**config.mk**
```make
export PLATFORM = sky130hd
export DESIGN_NAME = hcpu_ram
export DESIGN_NICKNAME = d
export VERILOG_FILES = /design/src/rtl/hcpu_ram.sv
export SDC_FILE = /design/constraint.sdc
export NUM_CORES = 2
export LEC_CHECK = 0
export BUFFER_PORTS_ARGS = -buffer_cell sky130_fd_sc_hd__buf_2
export CORE_MARGIN = 2
export CORE_UTILIZATION = 42
export DETAILED_ROUTE_END_ITERATION = 10
export GPL_ROUTABILITY_DRIVEN = 0
export SLEW_MARGIN = 10
export SYNTH_ARGS = -nofsm -noshare
export SYNTH_HDL_FRONTEND = slang
export SYNTH_SLANG_ARGS = --single-unit
export TNS_END_PERCENT = 100
```
**constraint.sdc**
```tcl
create_clock -name clk -period 3.5 [get_ports clk]
set_clock_uncertainty 0.05 [all_clocks]
set_input_delay 0.7 -clock clk [delete_from_list [all_inputs] [get_ports clk]]
set_output_delay 0.7 -clock clk [all_outputs]
set_load 0.05 [all_outputs]
```
**src/rtl/hcpu_ram.sv**
```systemverilog
// Generic single-write, single-read RAM with a registered read port.
`timescale 1ns / 1ps

module hcpu_ram #(
  parameter int WIDTH = 8,
  parameter int DEPTH = 256
) (
  input  logic                     clk,
  input  logic                     wr_en,
  input  logic [$clog2(DEPTH)-1:0] wr_addr,
  input  logic [WIDTH-1:0]         wr_data,
  input  logic [$clog2(DEPTH)-1:0] rd_addr,
  output logic [WIDTH-1:0]         rd_data
);

  logic [WIDTH-1:0] mem [DEPTH];

  always_ff @(posedge clk) begin
    if (wr_en) begin
      mem[wr_addr] <= wr_data;
    end
    rd_data <= mem[rd_addr];
  end

endmodule

```
### Word-level counts from Yosys, hierarchy flattened

Memory sizes are Yosys's and may differ from the RTL's. A register that Yosys moved wholly into a read port is not among the register bits.
Index checks and enable logic that the tools add are counted.

| operators by class | value |
|---|---|
| multiplexer cells | 2 |

Operators by type and width:

| cell | count |
|---|---|
| 2-to-1 mux 1 bit | 2 |

| storage, ports and cells | value |
|---|---|
| register bits after elaboration | 0 |
| memory bits (writable) | 2048 |
| input port bits | 26 |
| output and inout bits | 8 |
| memories kept | 1 |
| logic and storage cells | 3 |

Memories:

| name | depth | bits a word | rd ports | clocked after Yosys merged registers in | wr ports | line | text |
|---|---|---|---|---|---|---|---|
| mem | 256 | 8 | 1 | 1 | 1 | 16 | `logic [WIDTH-1:0] mem [DEPTH];` |

### Depth between registers and ports, before layout

| logic depth | value |
|---|---|
| depth in word-level cells | 2 |
| depth in mapped cells | 11 |
| depth with buffers taken out | 6 |

### Worst setup path after synthesis

Ideal clock, no wire load.

| timing path | value |
|---|---|
| kind | input to register |
| start | in rd_addr[0] |
| end | reg rd_data[2] (read register of mem) |
| path buffers | 4 |
| data required time | 3319 ps |
| arrival | 2507 ps |
| stages | 9 |
| setup time | 131 ps |
| path slack | 812 ps |
| path through | buf_6 -> buf_12 -> buf_8 -> buf_2 -> mux4_2 -> a22oi_1 -> a21oi_1 -> nor4_1 -> nor4_2 |

RTL lines:

| element | line | text |
|---|---|---|
| from (decl) | 12 | `input logic [$clog2(DEPTH)-1:0] rd_addr,` |
| to (decl) | 13 | `output logic [WIDTH-1:0] rd_data` |

==> impl_metrics.toml <==
[power_and_ir_drop]
vdd_ir_drop_max_mv = 0.443
power.density_cell_area_mw_per_mm2 = 552
finalPower_uw = 51200
power.leakage_uw = 0.0295

[clock_network]
cts_resized = 0
postCtsHoldBufs = 0
worst_setup_hold_path_clk_slew_ns = 0.06
cts.path.max_buffers = 3
cts_tree = "done"
h-tree-depth = 4
tritoncts_num_sinks = 2056
clock_tree.root_cell = "clkbuf_16"
cts-buffers-inserted = 202
clkLatencyLatePin_ns = 0.85
post-cts-setup-buffers = 0

[grt]
grt_usage_pct = 20.9
grt_max_degree = 132
grt_antenna_before_repair = 14
total_congestion_overflow = 0
grt_first_pass_wirelength_um = 290000
number_of_global_route_vias_before_repair = 40646

[yosys]
post_synth.cell_area_avg_um2 = 21.3
ys_ff_latch = 2056
synth.cells.most_frequent = "2048 x edfxtp_1, 454 x mux4_2, 282 x nor2_1"
synth_sequential_area_ratio_pct = 77.5
synth_most_common_cell = "edfxtp_1"
synth.area.top_cells = "edfxtp_1 77%, mux4_2 13%, mux2i_1 1.7%, nor2_1 1.3%, a22oi_1 1.3%"
netlist_area_mm2 = 0.0796
synthDistinctLibCells = 55
synth_nets = 3759
synth_enable_flop_cells = 2048
synth_top_area_share_pct = 77.3
synth_flop_cell = "edfxtp_1"
postSynthCellCount = 3733
count_of_synthesis_stage_warnings_from_yosys = 0
postSynth.asyncResetShare_pct = 0
area_leader_netlist = "edfxtp_1"

[sta]
slew-limit-headroom_pct = 22.9
grt_setup_unrepaired = "no"
hold_violations = 0
final.period_utilization_pct = 96.6
setup_viol = 0
shortest_period_the_worst_path_allows_ns = 3.38
timing.fmax_mhz = 296
layout_setup_ws_ns = 0.120
max_slew.worst_pin.slew_ns = 1.15
drv_slew = 0

[min_path]
hold-path-cell-count = 1
hold_class = "input pin to register"
hold_path.startpoint = "wr_data[7]"
hold-path-endpoint = "mem[108][7]$_DFFE_PP_"

[worst_setup_path]
rr_worst_depth = 6
crit_type = "input pin to register"
endpoint_kind = "register"
worst_ep_arrival_time_ns = 3.99
worst_r2r_endpoint = "rd_data[5]$_DFF_P_"
setup.worst_path.start_class = "input pin"
ff2ff_setup_slack_ns = 0.63
worstPathRequired_ns = 4.11
r2r_start = "mem[83][5]$_DFFE_PP_"
cp_max_fo = 25

[die]
floorplan.die.width_um = 439
initial_cell_density_of_the_core_pct = 42.3
core.rowCount = 159
floorplan.die_area_mm2 = 0.193
placeableCoreArea_mm2 = 0.188
die_y_um = 439
io_pins = 34

[routing]
via_count = 40008
via_density = 5.78
routed_wirelength_um = 201000
drtAntennaViolNets = 0
drt_iter0_markers = 4866
drt_pass1_iterations = 8
drc = 0
route.detailed.wl_per_inst_um = 29.1

[placement]
port_buffer_cells = 33
detailedPlacementHpwl_um = 129000
pre_cts_ws_ns = -0.783

[status]
outcome = "complete, no violations"

[final_layout]
num-nets-final = 4290
area_delta_synth_final_pct = 16.7
drive_gt1_share_pct = 29.7

[flow_run]
max_cap_violations = 0
==> logic make-up (layout without fill, tap and decap cells) <==
group	Yosys count	count (layout)	share of synthesized area (%)
compound gates	385	385	3.42
buf+inv	235	926	1.83
flops	2056	2056	77.5
mux	591	591	14.6
other cells	0	4	0
simple gates	466	466	2.63
==> worst max path at each step <==
stage	from	to	slack (ns)	cells after the start
6_report	rd_addr[0]	rd_data[5]$_DFF_P_	0.12	10
5_1_grt	rd_addr[0]	rd_data[5]$_DFF_P_	0.08	10
4_1_cts	rd_addr[0]	rd_data[5]$_DFF_P_	0.13	10
3_5_place_dp	rd_addr[0]	rd_data[5]$_DFF_P_	-0.78	10
3_3_place_gp	rd_addr[0]	rd_data[5]$_DFF_P_	-0.88	10
2_1_floorplan	rd_addr[0]	rd_data[2]$_DFF_P_	0.81	9
==> area by class of cell <==
cell class / count / area [µm²]
Inverter: 2 / 7.51
Multi-Input combinational cell: 1442 / 16500
Sequential cell: 2056 / 61700
Timing Repair Buffer: 560 / 5010
Fill cell: 15149 / 95200
Clock inverter: 110 / 1160
Antenna cell: 4 / 10.0
Clock buffer: 254 / 5320
Tap cell: 2495 / 3120
==> metal layers <==
metal | up-vias | track usage, % | routed length [µm]
li1 | 16775 | - | -
met3 | 330 | 4.26 | 16200
met1 | 21275 | 28.9 | 81800
met4 | 14 | 6.96 | 6600
met2 | 1614 | 33.1 | 96700
met5 | - | 0 | 90
==> registers in the layout, summed over array words and instances (netlist names) <==
name,count
mem,2048
rd_data,8
==> stage by stage <==
stage | hold WS, ns | utilization (%) | cells | cell area [µm²] | TNS, ns
after global placement | 0.934 | 45.9 | 6555 | 86300 | -3.46
after global routing | 0.0478 | 49.4 | 6919 | 92800 | 0
after detailed placement | 0.936 | 45.9 | 6555 | 86300 | -3.26
after floorplan | 0.720 | - | 3733 | 79600 | 0
final | 0.0806 | 49.4 | 6923 | 92800 | 0
after CTS | 0.0296 | 49.4 | 6919 | 92800 | 0
==> worst max-delay path, stage by stage <==
cell and delay [ns]:
buf_8 0.23, buf_12 0.20, buf_12 0.25, buf_4 0.23, buf_12 0.20, mux4_2 0.51
a221oi_1 0.37, o32ai_1 0.19, nor3_1 0.90, nor4_1 0.16
==> where the power goes <==
| part | switching (µW) | internal [µW] |
|---|---|---|
| logic | 1700 | 1020 |
| registers | 52.6 | 27100 |
| clock network | 9210 | 12100 |
==> cells in the final DEF (no fill, tap or decap), types with 13 or more instances in the layout <==
cell type,synthesis,layout
clkbuf_16,0,204
a21oi_1,96,96
nor2_1,282,279
nor4_1,24,22
nand2_1,33,33
clkinv_2,0,28
mux4_2,454,454
a221oi_1,13,13
nor2b_1,31,28
clkinv_1,1,44
a22oi_1,133,133
nor3_1,22,22
mux2i_1,134,134
nand3_1,34,31
edfxtp_1,2048,2048
o221ai_1,46,46
buf_4,27,466
bufinv_16,0,18
o22ai_1,28,28
buf_2,31,21
buf_12,8,63
clkbuf_1,111,47
a211oi_1,16,16
Note: power is estimated with default switching activity, not from simulation.
